## config.mk

```make
export PLATFORM = sky130hd
export DESIGN_NAME = tagged_slot_pool_allocator
export DESIGN_NICKNAME = d
export VERILOG_FILES = /design/src/sv/tspa_pkg.sv /design/src/sv/tagged_slot_pool_allocator.sv /design/src/sv/tspa_slot_ram.sv
export VERILOG_INCLUDE_DIRS = /design/src /design/src/sv
export SDC_FILE = /design/constraint.sdc
export NUM_CORES = 1
export LEC_CHECK = 0
export BUFFER_PORTS_ARGS = -buffer_cell sky130_fd_sc_hd__buf_2
export CORE_MARGIN = 2
export CORE_UTILIZATION = 31
export CTS_BUF_LIST = sky130_fd_sc_hd__clkbuf_8
export CTS_CLUSTER_DIAMETER = 50
export DETAILED_ROUTE_END_ITERATION = 7
export MAX_ROUTING_LAYER = met4
export PLACE_DENSITY = 0.56
export SETUP_SLACK_MARGIN = 0.2
export SLEW_MARGIN = 15
export SYNTH_ARGS = -nofsm -noshare
export SYNTH_HDL_FRONTEND = slang
export SYNTH_HIERARCHICAL = 1
export SYNTH_SLANG_ARGS = --single-unit
```

## constraint.sdc

```tcl
create_clock -name clk -period 9.98 [get_ports clk]
set_input_delay 1.497 -clock clk [delete_from_list [all_inputs] [get_ports clk]]
set_output_delay 1.497 -clock clk [all_outputs]
set_load 0.01 [all_outputs]
```

## src/sv/assert_macros.svh

```systemverilog
// Assertion macros for the RTL files; included by the allocator top level.
`ifndef ASSERT_MACROS_SVH
`define ASSERT_MACROS_SVH
`ifndef SYNTH
`define ASSERT_ALWAYS(label, clk, rst_n, prop, msg) \
    label: assert property (@(posedge clk) disable iff (!rst_n) (prop)) else $error(msg);
`define ASSERT_IMPLY(label, clk, rst_n, ante, cons, msg) \
    label: assert property (@(posedge clk) disable iff (!rst_n) (ante) |-> (cons)) \
        else $error(msg);
`else
`define ASSERT_ALWAYS(label, clk, rst_n, prop, msg)
`define ASSERT_IMPLY(label, clk, rst_n, ante, cons, msg)
`endif
`endif

```

## src/sv/tspa_pkg.sv

```systemverilog
// Types and command codes of the tagged slot pool allocator.
`timescale 1ns / 1ps
package tspa_pkg;

    localparam logic [1:0] CMD_SPAWN = 2'd0;
    localparam logic [1:0] CMD_FIND  = 2'd1;
    localparam logic [1:0] CMD_KILL  = 2'd2;
    localparam logic [1:0] CMD_CLEAR = 2'd3;

    typedef struct packed {
        logic [1:0]          command;
        logic [7:0]          entity_type;
        logic signed [15:0]  pos_x;
        logic signed [15:0]  pos_y;
    } request_t;

    typedef struct packed {
        logic                hit;
        logic [3:0]          slot_index;
        logic signed [15:0]  found_x;
        logic signed [15:0]  found_y;
        logic [4:0]          active_count;
    } result_t;

    typedef struct packed {
        logic                active;
        logic [7:0]          slot_type;
        logic signed [15:0]  x;
        logic signed [15:0]  y;
    } slot_entry_t;

endpackage

```

## src/sv/tagged_slot_pool_allocator.sv

```systemverilog
// Top level of the tagged slot pool allocator: command sequencer around the slot memory.
//
// Usage:
//   A request (command, entity_type, pos_x, pos_y) is taken at a clock edge where start
//   is high and busy is low. Each request gives one result, shown on result for exactly
//   one cycle with done high; the receiver cannot stall it.
//   Clear finishes at once: done is high in the cycle after the request.
//   Spawn, find and kill walk the slot memory from slot 0, one read a cycle with the
//   check made in the cycle after the read. Spawn and find stop at the first hit, kill
//   walks all slots.
//   busy is low again in the cycle that shows done, so the next request may be taken
//   while the result is on the port.
//   Reset empties the pool: per-slot valid flops are cleared, so the memory needs no
//   clearing pass, and clear works the same way.
//   active_count is the number of active slots after the request.
`timescale 1ns / 1ps
`include "assert_macros.svh"
module tagged_slot_pool_allocator #(
    parameter int SLOTS = 16
) (
    input  logic               clk,
    input  logic               rst_n,
    input  logic               start,
    output logic               busy,
    input  tspa_pkg::request_t request,
    output logic               done,
    output tspa_pkg::result_t  result
);
    import tspa_pkg::*;

    localparam int IW = $clog2(SLOTS);
    localparam int CW = $clog2(SLOTS + 1);

    localparam logic ST_IDLE = 1'b0;
    localparam logic ST_SCAN = 1'b1;

    logic              state_reg,   state_next;
    logic [1:0]        op_reg,      op_next;
    logic [7:0]        typ_reg,     typ_next;
    logic signed [15:0] x_reg,      x_next;
    logic signed [15:0] y_reg,      y_next;
    logic [IW:0]       rd_idx_reg,  rd_idx_next;
    logic              chk_v_reg,   chk_v_next;
    logic [IW-1:0]     chk_idx_reg, chk_idx_next;
    logic              rd_vld_reg,  rd_vld_next;
    logic [SLOTS-1:0]  vld_reg,     vld_next;
    logic [CW-1:0]     cnt_reg,     cnt_next;
    logic              done_reg,    done_next;
    result_t           result_reg,  result_next;

    logic          accept;
    logic          rd_en;
    logic          mem_we;
    slot_entry_t   mem_wdata;
    slot_entry_t   mem_rdata;
    slot_entry_t   entry;
    logic          hit_now;
    logic          last_chk;
    logic          finish;

    tspa_slot_ram #(
        .DEPTH (SLOTS),
        .AW    (IW)
    ) u_ram (
        .clk   (clk),
        .we    (mem_we),
        .waddr (chk_idx_reg),
        .wdata (mem_wdata),
        .re    (rd_en),
        .raddr (rd_idx_reg[IW-1:0]),
        .rdata (mem_rdata)
    );

    assign busy   = (state_reg == ST_SCAN);
    assign accept = start && !busy;
    assign rd_en  = (state_reg == ST_SCAN) && (rd_idx_reg != (IW+1)'(SLOTS));

    // never-written slots read as empty
    assign entry = rd_vld_reg ? mem_rdata : '0;

    always_comb
    begin
        hit_now = 1'b0;
        if (chk_v_reg)
        begin
            if (op_reg == CMD_SPAWN)
            begin
                hit_now = !entry.active;
            end
            else
            begin
                hit_now = entry.active && (entry.slot_type == typ_reg);
            end
        end
    end

    assign last_chk = chk_v_reg && (chk_idx_reg == IW'(SLOTS - 1));
    assign mem_we   = (state_reg == ST_SCAN) && hit_now &&
                      ((op_reg == CMD_SPAWN) || (op_reg == CMD_KILL));
    assign finish   = (state_reg == ST_SCAN) &&
                      ((hit_now && (op_reg != CMD_KILL)) || last_chk);

    always_comb
    begin
        mem_wdata = entry;
        if (op_reg == CMD_SPAWN)
        begin
            mem_wdata.active    = 1'b1;
            mem_wdata.slot_type = typ_reg;
            mem_wdata.x         = x_reg;
            mem_wdata.y         = y_reg;
        end
        else
        begin
            mem_wdata.active = 1'b0;
        end
    end

    always_comb
    begin
        state_next   = state_reg;
        op_next      = op_reg;
        typ_next     = typ_reg;
        x_next       = x_reg;
        y_next       = y_reg;
        rd_idx_next  = rd_idx_reg;
        chk_v_next   = rd_en && !finish;
        chk_idx_next = rd_idx_reg[IW-1:0];
        rd_vld_next  = rd_en ? vld_reg[rd_idx_reg[IW-1:0]] : rd_vld_reg;
        vld_next     = vld_reg;
        cnt_next     = cnt_reg;
        done_next    = 1'b0;
        result_next  = result_reg;

        if (rd_en)
        begin
            rd_idx_next = rd_idx_reg + (IW+1)'(1);
        end

        if (mem_we)
        begin
            if (op_reg == CMD_SPAWN)
            begin
                vld_next[chk_idx_reg] = 1'b1;
                cnt_next              = cnt_reg + CW'(1);
            end
            else
            begin
                cnt_next = cnt_reg - CW'(1);
            end
        end

        if (finish)
        begin
            state_next              = ST_IDLE;
            done_next               = 1'b1;
            result_next             = '0;
            result_next.active_count = 5'(cnt_next);
            if (hit_now && (op_reg != CMD_KILL))
            begin
                result_next.hit        = 1'b1;
                result_next.slot_index = 4'(chk_idx_reg);
                result_next.found_x    = (op_reg == CMD_SPAWN) ? x_reg : entry.x;
                result_next.found_y    = (op_reg == CMD_SPAWN) ? y_reg : entry.y;
            end
        end

        if (accept)
        begin
            op_next     = request.command;
            typ_next    = request.entity_type;
            x_next      = request.pos_x;
            y_next      = request.pos_y;
            rd_idx_next = '0;
            case (request.command)
                CMD_CLEAR:
                begin
                    vld_next    = '0;
                    cnt_next    = '0;
                    done_next   = 1'b1;
                    result_next = '0;
                end
                default:
                begin
                    state_next = ST_SCAN;
                end
            endcase
        end
    end

    always_ff @(posedge clk or negedge rst_n)
    begin
        if (!rst_n)
        begin
            state_reg <= ST_IDLE;
            chk_v_reg <= 1'b0;
            vld_reg   <= '0;
            cnt_reg   <= '0;
            done_reg  <= 1'b0;
        end
        else
        begin
            state_reg <= state_next;
            chk_v_reg <= chk_v_next;
            vld_reg   <= vld_next;
            cnt_reg   <= cnt_next;
            done_reg  <= done_next;
        end
    end

    always_ff @(posedge clk)
    begin
        op_reg      <= op_next;
        typ_reg     <= typ_next;
        x_reg       <= x_next;
        y_reg       <= y_next;
        rd_idx_reg  <= rd_idx_next;
        chk_idx_reg <= chk_idx_next;
        rd_vld_reg  <= rd_vld_next;
        result_reg  <= result_next;
    end

    assign done   = done_reg;
    assign result = result_reg;

    `ASSERT_ALWAYS(a_cnt_range, clk, rst_n, cnt_reg <= CW'(SLOTS), "active count above pool size")
    `ASSERT_IMPLY(a_we_scan, clk, rst_n, mem_we, state_reg == ST_SCAN, "slot write outside scan")
    `ASSERT_IMPLY(a_kill_cnt, clk, rst_n, mem_we && (op_reg == CMD_KILL), cnt_reg != '0, "kill with empty count")
    `ASSERT_IMPLY(a_spawn_room, clk, rst_n, mem_we && (op_reg == CMD_SPAWN), cnt_reg != CW'(SLOTS), "spawn into full pool")
    `ASSERT_IMPLY(a_hit_op, clk, rst_n, done_reg && result_reg.hit, (op_reg == CMD_SPAWN) || (op_reg == CMD_FIND), "hit on kill or clear")

endmodule

```

## src/sv/tspa_slot_ram.sv

```systemverilog
// Slot memory: one write port, one registered read port.
`timescale 1ns / 1ps
module tspa_slot_ram #(
    parameter int DEPTH = 16,
    parameter int AW    = 4
) (
    input  logic                  clk,
    input  logic                  we,
    input  logic [AW-1:0]         waddr,
    input  tspa_pkg::slot_entry_t wdata,
    input  logic                  re,
    input  logic [AW-1:0]         raddr,
    output tspa_pkg::slot_entry_t rdata
);
    import tspa_pkg::*;

    slot_entry_t mem [DEPTH];
    slot_entry_t rdata_reg;

    always_ff @(posedge clk)
    begin
        if (we)
        begin
            mem[waddr] <= wdata;
        end
        if (re)
        begin
            rdata_reg <= mem[raddr];
        end
    end

    assign rdata = rdata_reg;

endmodule
```

==> Word-level counts from Yosys, hierarchy flattened <==
Memories as Yosys holds them, arrays and structs flattened. A register that Yosys moved wholly into a read port is not among the register bits.
Cells that the tools add are included.
{ "word_totals": {"ff_bits": 118, "inputBits": 45, "out_inout_bits": 44, "mem_bits_rw": 656, "mem_count": 1} }
{ "memory_table": {"columns": ["memory", "words", "word_bits", "rd", "rd_ports_with_merged_regs", "wr", "line_no", "rtl"], "rows": [
  ["u_ram.mem", 16, 41, 1, 1, 1, "tspa_slot_ram.sv:17", "slot_entry_t mem [DEPTH];"]
]} }
{ "op_classes": {"n_lt_le_gt_ge": 3, "reduce_logical": 16, "eq_ne": 6, "addsub": 3, "n_bitwise": 1, "mux": 31} }
{ "op_table": {"columns": ["cell", "count"], "rows": [
  ["2-to-1 mux 42 bit", 3],
  ["2-to-1 mux 16 bit", 6],
  ["2-to-1 mux 41 bit", 1],
  ["2-to-1 mux 40 bit", 1],
  ["2-to-1 mux 37 bit", 1],
  ["2-to-1 mux 5 bit", 4],
  ["OR 16 bit", 1],
  ["2-to-1 mux 1 bit", 13],
  ["adder 5 x 1 -> 5 bit (second input constant)", 2],
  ["logical AND 1 bit", 10],
  ["less-than comparator 4 x 5 -> 1 bit (second input constant)", 2],
  ["== test 8 bit", 1],
  ["inequality test 5 bit (second input constant)", 1],
  ["subtractor 5 x 1 -> 5 bit (second input constant)", 1],
  ["binary-select mux 1 bit (select 4 bit)", 1],
  ["demux 1 bit (select 4 bit)", 1],
  ["== test 2 bit (second input constant)", 2],
  ["== test 4 bit (second input constant)", 1],
  ["greater-or-equal comparator 4 x 1 -> 1 bit (second input constant)", 1],
  ["zero test 1 bit", 3],
  ["zero test 2 bit", 1],
  ["logical OR 1 bit", 2],
  ["inequality test 2 bit (second input constant)", 1]
]} }

==> Depth between registers and ports, before layout <==
Gate-level depths: netlist of the first run.
{ "logic_depth": {"depth_word": 11, "depth_mapped": 13, "depth_no_buf": 10} }

==> By module <==
The synthesis of the first run kept the hierarchy.
{ "modules_own_cells": {"columns": ["module", "area_each_um2", "n_inst", "cells_each"], "rows": [
  ["tspa_slot_ram", 25786.0, 1, 1066],
  ["tagged_slot_pool_allocator", 4978.5, 1, 466]
]} }

==> Worst setup path before layout of the first run <==
OpenSTA, ideal clock, no wires.
{ "synth_timing": {"kind": "flip-flop to flip-flop", "start": "reg op_reg[0]", "end": "mem u_ram/mem[0][0] in the netlist's numbering (enable)", "path_stages_with_launch": 8, "synth_period_minus_slack_ns": 5.244, "slack_ns": 4.736, "t_arrival_ns": 4.754, "cell_sequence": "edfxtp_1 -> or2_0 -> buf_2 -> or3_1 -> o21ai_1 -> buf_2 -> or3b_2 -> nor3_1"} }
{ "synth_via": {"elab_chain_cells": 7, "word_cells_on_any_way": 9, "cone_classes": "eq/ne (1); mux (4); reduce/logical (4)"} }
{ "synth_lines": {"columns": ["item", "line_no", "rtl"], "rows": [
  ["start, declared", "tagged_slot_pool_allocator.sv:38", "logic [1:0] op_reg, op_next;"],
  ["start signal, assigned", "tagged_slot_pool_allocator.sv:213", "op_reg <= op_next;"],
  ["zero test 2 bit", "tagged_slot_pool_allocator.sv:86, tagged_slot_pool_allocator.sv:99", null],
  ["2-to-1 mux 1 bit", "tagged_slot_pool_allocator.sv:86", "if (op_reg == CMD_SPAWN)"],
  ["2-to-1 mux 1 bit", "tagged_slot_pool_allocator.sv:84", "if (chk_v_reg)"],
  ["logical AND 1 bit", "tagged_slot_pool_allocator.sv:98", "assign mem_we = (state_reg == ST_SCAN) && hit_now &&"],
  ["logical AND 1 bit *", "tagged_slot_pool_allocator.sv:98", null],
  ["net mem_we", "tagged_slot_pool_allocator.sv:53", "logic mem_we;"],
  ["2-to-1 mux 1 bit *", "tspa_slot_ram.sv:22", "if (we)"],
  ["2-to-1 mux 1 bit (implied by the code) *", "tspa_slot_ram.sv:24", "mem[waddr] <= wdata;"],
  ["end, declared", "tspa_slot_ram.sv:17", null]
]} }
The timed path passes the listed nets; every way through them passes the cells marked *.

==> Final worst setup path of the first run <==
{ "layout_timing": {"start": "reg rd_vld_reg", "end": "mem u_ram/mem[12][2] in the netlist's numbering (enable)"} }
{ "layout_via": {"elab_chain_cells": 9, "word_cells_on_any_way": 10, "cone_classes": "eq/ne (1); mux (5); reduce/logical (4)"} }
{ "layout_lines": {"columns": ["item", "line_no", "rtl"], "rows": [
  ["start, declared", "tagged_slot_pool_allocator.sv:45", "logic rd_vld_reg, rd_vld_next;"],
  ["start signal, assigned", "tagged_slot_pool_allocator.sv:219", "rd_vld_reg <= rd_vld_next;"],
  ["2-to-1 mux 41 bit *", "tagged_slot_pool_allocator.sv:79", "assign entry = rd_vld_reg ? mem_rdata : '0;"],
  ["== test 8 bit", "tagged_slot_pool_allocator.sv:92", "hit_now = entry.active && (entry.slot_type == typ_reg);"],
  ["logical AND 1 bit", "tagged_slot_pool_allocator.sv:92", null],
  ["2-to-1 mux 1 bit *", "tagged_slot_pool_allocator.sv:86", null],
  ["2-to-1 mux 1 bit *", "tagged_slot_pool_allocator.sv:84", null],
  ["logical AND 1 bit * (2 in a row)", "tagged_slot_pool_allocator.sv:98", null],
  ["2-to-1 mux 1 bit *", "tspa_slot_ram.sv:22", null],
  ["2-to-1 mux 1 bit (implied by the code) *", "tspa_slot_ram.sv:24", null]
]} }
Mark *: on every way between the ends. The rest lies on a longest branch, timed or not.

==> key figures, run 1 <==
Placement
  • DP Worst Slack: 5.604 ns
  • Gpl congestion: 0.7453
  • Count of input and output buffers: 88
  • Final HPWL from detailed placement: 38,310 µm

Synth
  • Syn Nets: 1,583
  • FFs w/ async S/R, synth: 2.945%
  • Sequential fraction of the synthesis area: 77.50%
  • Synthesized area: 0.03076 mm²
  • Warnings, synthesis: 6
  • EDFF count, synth: 740
  • Synth Flop Type: edfxtp_1
  • Yosys cell types: 49
  • #FFs+latches synth: 815
  • Avg Cell Area, Syn: 20.08 µm²
  • Mapped Cells: 1,532

Timing
  • Slew HR: 24.04%
  • Final Max Tran Viols: 0
  • Layout Skew: 0.04209 ns
  • Setup_tns: 0 ns
  • Tcrit/Tclk final: 43.54%
  • PnR worst setup slack: 5.635 ns
  • Slew @ Worst Pin: 1.132 ns
  • Final setup violating endpoints: 0
  • Fin. Hold Viols: 0
  • Max frequency: 230.1 MHz
  • RSZ-0062 raised after global routing: no
  • Min cycle time layout: 4.345 ns

Hold path
  • Hold WC Path Type: reg -> reg

Critical path
  • Worst EP arrival: 4.74 ns
  • Worst Setup Path Type: reg -> reg
  • CP Capture Type: flop
  • Critical path fanouts, max: 50
  • Worst reg-to-reg setup slack: 5.63 ns
  • Required @ worst endpoint: 10.37 ns
  • Crit path launch type: flop

Cells and area
  • Final #Nets: 1,763
  • Area occupied by multi-input gates: 0.006635 mm²
  • Fillers: 9,193
  • Area grow syn2layout: 15.31%
  • Register area: 0.02385 mm²
  • Max reg flops: 656
  • Share of layout cells above drive strength 1: 27.48%

Drt
  • Initial DRC Count: 1,341
  • Number of remaining DRC errors: 0
  • Avg WL per Cell: 23.39 µm
  • Final WL: 72,790 µm
  • Vias: 15,630
  • Final ANT Viol Nets: 0
  • Post-DR vias/cell: 5.023
  • Pre-Repair DR Iteration Count: 5

Floorplan
  • Row cnt: 115
  • Die height: 319.0 µm
  • IO Count: 89
  • Core Area: 0.09842 mm²
  • Die ar.: 0.1018 mm²
  • Die W: 319.0 µm
  • Initial Util: 31.26%

Clocking
  • CTS Hold Bufs: 0
  • Latest clock arrival within the worst-skew pair: 0.80 ns
  • Clock transition at path regs: 0.06 ns
  • Number of gates resized after cts: 0
  • Clock Root Buffer: clkbuf_8
  • Setup bufs post-CTS: 0
  • H-tree depth: 4
  • CTS Buf Count: 136
  • Clk buf depth: 3
  • CTS tree: done
  • Clock Sink Count: 815

Power
  • Pwr/cell area: 282.3 mW/mm²
  • Worst VDD drop: 0.0002256 V
  • LEAKAGE: 11.83 nW

Global routing
  • Vias in the first global route: 16,580
  • GRT overflow: 0
  • Largest net degree at the start of global routing: 130
  • First-pass GRT wire length: 108,400 µm
  • Initial antenna violation count: 1
  • Total global-route track usage: 14.79%

Flow run
  • Max Cap Viol: 0

Status
  • Outcome: finished, final reports clean
layout make-up:
cell class	count	area share [%]
Inverter	12	0.1270
Sequential cell	815	67.23
Clock buffer	142	5.509
Clock inverter	107	1.696
Antenna cell	2	0.01411
Timing Repair Buffer	129	2.180
Tap cell	1287	4.539
Multi-Input combinational cell	618	18.70
logic make-up (layout without fill, tap and decap cells):
kind of cell	Yosys count	count (layout)	share of synthesized area, %
AO/OA/AOI/OAI	179	179	4.376
adder cells (fa/ha/maj)	6	6	0.2684
flip-flops	815	815	77.50
XOR/XNOR	12	12	0.3416
other	0	2	0
multiplexers	171	171	12.44
AND/OR/NAND/NOR	250	250	3.624
buffers and inverters	99	390	1.452
synthesized netlist by cell type, drive strengths merged, types with 2 or more instances:
cell type  instances  area share (%)
edfxtp           740              72
mux4             169              12
nand2            134             1.6
a22oi             82             2.0
dfxtp             51             3.3
buf               50            0.85
nand3             41            0.67
nor2              40            0.49
clkbuf            37            0.45
a32o              34             1.1
dfrtp             24             2.0
a21oi             22            0.36
o21ai             20            0.34
inv               12            0.15
nor3              11            0.18
xnor2              6            0.17
xor2               6            0.17
ha                 5            0.20
a31oi              4           0.081
o22ai              4           0.081
nand2b             3           0.061
nand4b             3           0.085
o21a               3           0.073
a21o               2           0.049
a22o               2           0.057
and2               2           0.041
and3b              2           0.057
mux2i              2           0.065
nand3b             2           0.049
nand4              2           0.041
nand4bb            2            0.13
nor2b              2           0.041
o2bb2ai            2           0.057
routing by layer:
metal | global-route usage [%] | part of all wire (%) | up-vias
li1 | - | - | 6695
met1 | 19.51 | 44 | 8269
met3 | 3.474 | 6.7 | 113
met2 | 22.71 | 47 | 554
met5 | - | 0 | -
met4 | 4.654 | 2.0 | 0
path summary, 6_finish.rpt:
check	from	end	cells past startpoint
setup / recovery	rd_vld_reg	u_ram/mem[12][2]	9
setup reg to reg	rd_vld_reg	u_ram/mem[12][2]	9
hold reg to reg	chk_v_reg	chk_v_reg	1
min in group asynchronous	rst_n	chk_v_reg	1
hold / removal	chk_v_reg	chk_v_reg	1
max in group asynchronous	rst_n	vld_reg[8]	1
where the power goes:
| part | internal (mW) | switching (mW) | total (mW) |
|---|---|---|---|
| clock | 1.39 | 1.35 | 2.75 |
| combinational | 1.03 | 1.51 | 2.54 |
| sequential | 4.44 | 0.286 | 4.73 |
placed cells by master (no fill, tap or decap), types with 26 or more instances in the layout:
cell type  count
clkbuf_8     142
edfxtp_1     740
buf_4         39
a32o_1        34
nor2_1        26
dfxtp_1       49
nand2_1      134
buf_2         88
inv_1         64
nand3_1       41
mux4_2       169
a22oi_1       82
stage by stage:
| step | util, % | area (µm²) | total power, mW | cells | hold WS (ns) |
|---|---|---|---|---|---|
| after CTS | 36.04 | 35470 | 10.16 | 3110 | 0.4535 |
| after detailed placement | 33.44 | 32910 | 7.382 | 2861 | 0.4460 |
| after floorplan | - | 30760 | 6.471 | 1532 | 0.3739 |
| after global placement | 33.44 | 32910 | 7.318 | 2861 | 0.4349 |
| after global routing | 36.04 | 35470 | 10.53 | 3111 | 0.4830 |
| final | 36.05 | 35480 | 10.01 | 3112 | 0.4528 |
critical path: stages (launching register included):
cell and delay [ns]:
edfxtp_1 0.33, buf_4 0.56, and2_1 0.41, and3_1 0.29, o2111ai_1 0.14, o21ai_1 0.14
buf_4 0.21, nand3_1 0.32, nor3_2 0.86, buf_4 0.67
No activity file was read; power rests on OpenSTA's default activity.
==> inputs of run 2 (changes only) <==
- ABC_AREA: unset -> 1
- PLACE_DENSITY: 0.56 -> 0.58
- clock period: 9.98 -> 3.7 ns (I/O delays scaled with it)
==> run 2 against run 1 <==
Final cell count rose by 65%. Critical path depth rose by 3. Fmax rose by 35%. Routed wire length rose by 31%. Register-to-register slack got worse by 5.1 ns. First-iteration DRC count rose by 73%. Utilization rose by 0.26 points. Clock skew rose by 0.0089 ns. Critical path type unchanged. Non-clock buffer count rose by 108. Flip-flop and latch count did not move.
==> key figures, run 2 <==
Synth
  • Avg Cell Area, Syn: 10.40 µm²
  • FFs w/ async S/R, synth: 2.945%
  • Post-synth top area cell: edfxtp_1
  • Yosys cell types: 33
  • Most numerous cell in the Yosys netlist: nand2_1
  • Mapped Cells: 3,336
  • #FFs+latches synth: 815
  • Synth area leaders: edfxtp_1, nand2_1, nand3_1, inv_1, dfxtp_1
  • Warnings, synthesis: 6
  • Area share of the largest cell type after synthesis: 64.07%
  • Synthesized area: 0.03468 mm²
  • Syn Nets: 3,387
  • EDFF count, synth: 740
  • Sequential fraction of the synthesis area: 68.75%
  • Synth Flop Type: edfxtp_1
  • Synth cell count leaders: nand2_1, edfxtp_1, inv_1

Global routing
  • Total global-route track usage: 16.98%
  • First-pass GRT wire length: 144,100 µm
  • GRT overflow: 0
  • Initial antenna violation count: 4
  • Largest net degree at the start of global routing: 145
  • Vias in the first global route: 22,920

Timing
  • Max frequency: 311.6 MHz
  • PnR worst setup slack: 0.4907 ns
  • Slew HR: 19.26%
  • RSZ-0062 raised after global routing: no
  • Fin. Hold Viols: 0
  • Min cycle time layout: 3.209 ns
  • Final Max Tran Viols: 0
  • Layout Skew: 0.05098 ns
  • Tcrit/Tclk final: 86.74%
  • Slew @ Worst Pin: 1.211 ns
  • Setup_tns: 0 ns
  • Final setup violating endpoints: 0

Placement
  • DP Worst Slack: 0.2964 ns
  • Final HPWL from detailed placement: 56,750 µm
  • Cell Area, Placed: 0.03712 mm²
  • Gpl congestion: 0.8136
  • Count of input and output buffers: 88

Power
  • Switching portion of total power: 38.84%
  • Pwr/cell area: 744.7 mW/mm²
  • Final Total Pwr: 29.96 mW
  • Clk pwr share: 25.1%
  • Flop pwr share: 41.5%
  • Worst VDD drop: 0.0005056 V
  • Combinational power share: 33.4%
  • LEAKAGE: 17.17 nW
  • Pint: 18.33 mW
  • Psw: 11.64 mW

Clocking
  • Clock Sink Count: 815
  • CTS Buf Count: 142
  • Clk buf depth: 3
  • Clock transition at path regs: 0.06 ns
  • Number of gates resized after cts: 0
  • Latest clock arrival within the worst-skew pair: 0.81 ns
  • CTS tree: done
  • Clock Root Buffer: clkbuf_8
  • H-tree depth: 4

Cells and area
  • Commonest non-fill, non-tap cell in the layout: nand2_1
  • Area grow syn2layout: 16.02%
  • Final Cell Area: 0.04024 mm²
  • Max reg flops: 656
  • Share of layout cells above drive strength 1: 11.24%
  • Commonest non-fill, non-tap cells in the layout: nand2_1, edfxtp_1, inv_1
  • Final #Nets: 3,605

Drt
  • Final WL: 95,530 µm
  • Vias: 23,660
  • Avg WL per Cell: 18.56 µm
  • Pre-Repair DR Iteration Count: 6
  • Number of remaining DRC errors: 0
  • DR WL met2: 43,420 µm
  • Post-DR vias/cell: 4.597
  • Uppermost layer routed: met4
  • DRT met1 WL: 44,230 µm
  • Final ANT Viol Nets: 0
  • Initial DRC Count: 2,324
  • DR WL met3: 6009 µm

Critical path
  • CP most frequent cell: nand2_1
  • Critical path fanouts, max: 32
  • Worst reg-to-reg setup slack: 0.49 ns
  • Crit path launch type: flop
  • Worst Setup Path Type: reg -> reg
  • CP Capture Type: flop
  • Worst EP arrival: 3.67 ns
  • Required @ worst endpoint: 4.16 ns
  • Cell Chain, Critical Path: buf_4 > nand2_1 > nand2_1 > nand2_1 > nor2_1 > nand2_1 > o21ai_4 > nand3_1 > clkinv_1 > nand2_1 > nor2_4 > buf_12
  • R2r startpoint: rd_vld_reg
  • FF-to-FF End: u_ram/mem[2][0]
  • Crit-path slowest cell: nor2_4
  • CP delay by family, top: simple AND/OR/NAND/NOR gates
  • CP peak stage delay: 0.40 ns
  • Worst Reg-to-Reg Cells: 12
  • WP buf/inv: 3

Status
  • Outcome: finished, final reports clean

Flow run
  • Max Cap Viol: 0

Floorplan
  • Core Area: 0.1108 mm²
  • Die height: 338.5 µm
  • Row cnt: 122
  • Initial Util: 31.29%
  • Die W: 338.5 µm
  • Die ar.: 0.1146 mm²
  • IO Count: 89

Hold path
  • Hold endpoint: rd_idx_reg[1]
  • Hold WC Path Type: in -> reg
  • Worst Hold Depth: 4
  • Min-delay src: start
==> run 2: changes by cell type after synthesis, moves of 38 or more <==
cell / previous run / this run
buf_6: 0 / 38
nand3_1: 41 / 551
nand2_1: 134 / 1075
o21ai_0: 17 / 61
mux4_2: 169 / 0
buf_2: 24 / 72
a22oi_1: 82 / 0
inv_1: 12 / 555
==> run 2: metrics by stage <==
| step | hold slack, ns | util, % | cells |
|---|---|---|---|
| floorplan | 0.2594 | - | 3336 |
| global placement | 0.4514 | 33.50 | 4842 |
| detailed placement | 0.4568 | 33.50 | 4842 |
| CTS | 0.1352 | 36.18 | 5131 |
| global route | 0.2108 | 36.30 | 5145 |
| finish | 0.2115 | 36.31 | 5147 |
==> run 2: worst reg2reg max path, cell delays in order, from the launching register on <==
cell and delay (ns):
edfxtp_1 0.34, buf_4 0.24, nand2_1 0.10, nand2_1 0.07, nand2_1 0.05, nor2_1 0.13, nand2_1 0.10, o21ai_4 0.37
nand3_1 0.16, clkinv_1 0.26, nand2_1 0.31, nor2_4 0.40, buf_12 0.30
==> run 2: what timing repair did <==
item,in CTS,in global routing
endpoints found under the hold margin,66,0
hold buffers,43,0
endpoints found under the setup margin,0,159
setup buffers,0,13
==> run 2: logic make-up (layout without fill, tap and decap cells) <==
| kind of cell | count (synthesis) | count (layout) | share of synthesized area, % |
|---|---|---|---|
| flops | 815 | 815 | 68.75 |
| other cells | 0 | 3 | 0 |
| compound gates | 100 | 100 | 1.494 |
| fa+ha+maj | 6 | 6 | 0.2381 |
| buf+inv | 724 | 1044 | 9.055 |
| simple gates | 1690 | 1690 | 20.44 |
| xor+xnor | 1 | 1 | 0.02526 |
==> run 2: how the worst max path moves through the flow <==
stage / from / to / slack (ns) / cells after the start
after floorplan: rd_vld_reg / u_ram/mem[12][0] / 0.07 / 10
after global placement: rd_vld_reg / u_ram/mem[5][29] / 0.28 / 12
after detailed placement: rd_vld_reg / u_ram/mem[5][25] / 0.30 / 12
after CTS: rd_vld_reg / u_ram/mem[5][33] / 0.28 / 12
after global routing: rd_vld_reg / u_ram/mem[13][12] / 0.21 / 12
final: rd_vld_reg / u_ram/mem[2][0] / 0.49 / 12
==> run 2: power groups by stage <==
stage / clock [mW] / combinational (mW) / sequential (mW)
6_report: 7.51 / 10.0 / 12.4
3_5_place_dp: 0 / 9.97 / 12.6
3_3_place_gp: 0 / 9.90 / 12.6
2_1_floorplan: 0 / 6.35 / 12.4
4_1_cts: 7.70 / 10.0 / 12.4
5_1_grt: 8.09 / 11.0 / 12.5
==> run 2: cell type report <==
class	instances	area [µm²]
multi-input combinational	1797	7883
antenna	3	7.507
timing repair buffer	237	1967
tap	1488	1862
inverter	561	2120
clock buffer	147	2023
clock inverter	99	519.2
sequential	815	23860
fill	11110	70590
==> run 2: layer usage <==
metal  global-route usage [%]  up-vias
li1                         -    11290
met4                    4.889        0
met5                        -        -
met2                    25.41      815
met3                    2.922      142
met1                    23.68    11410
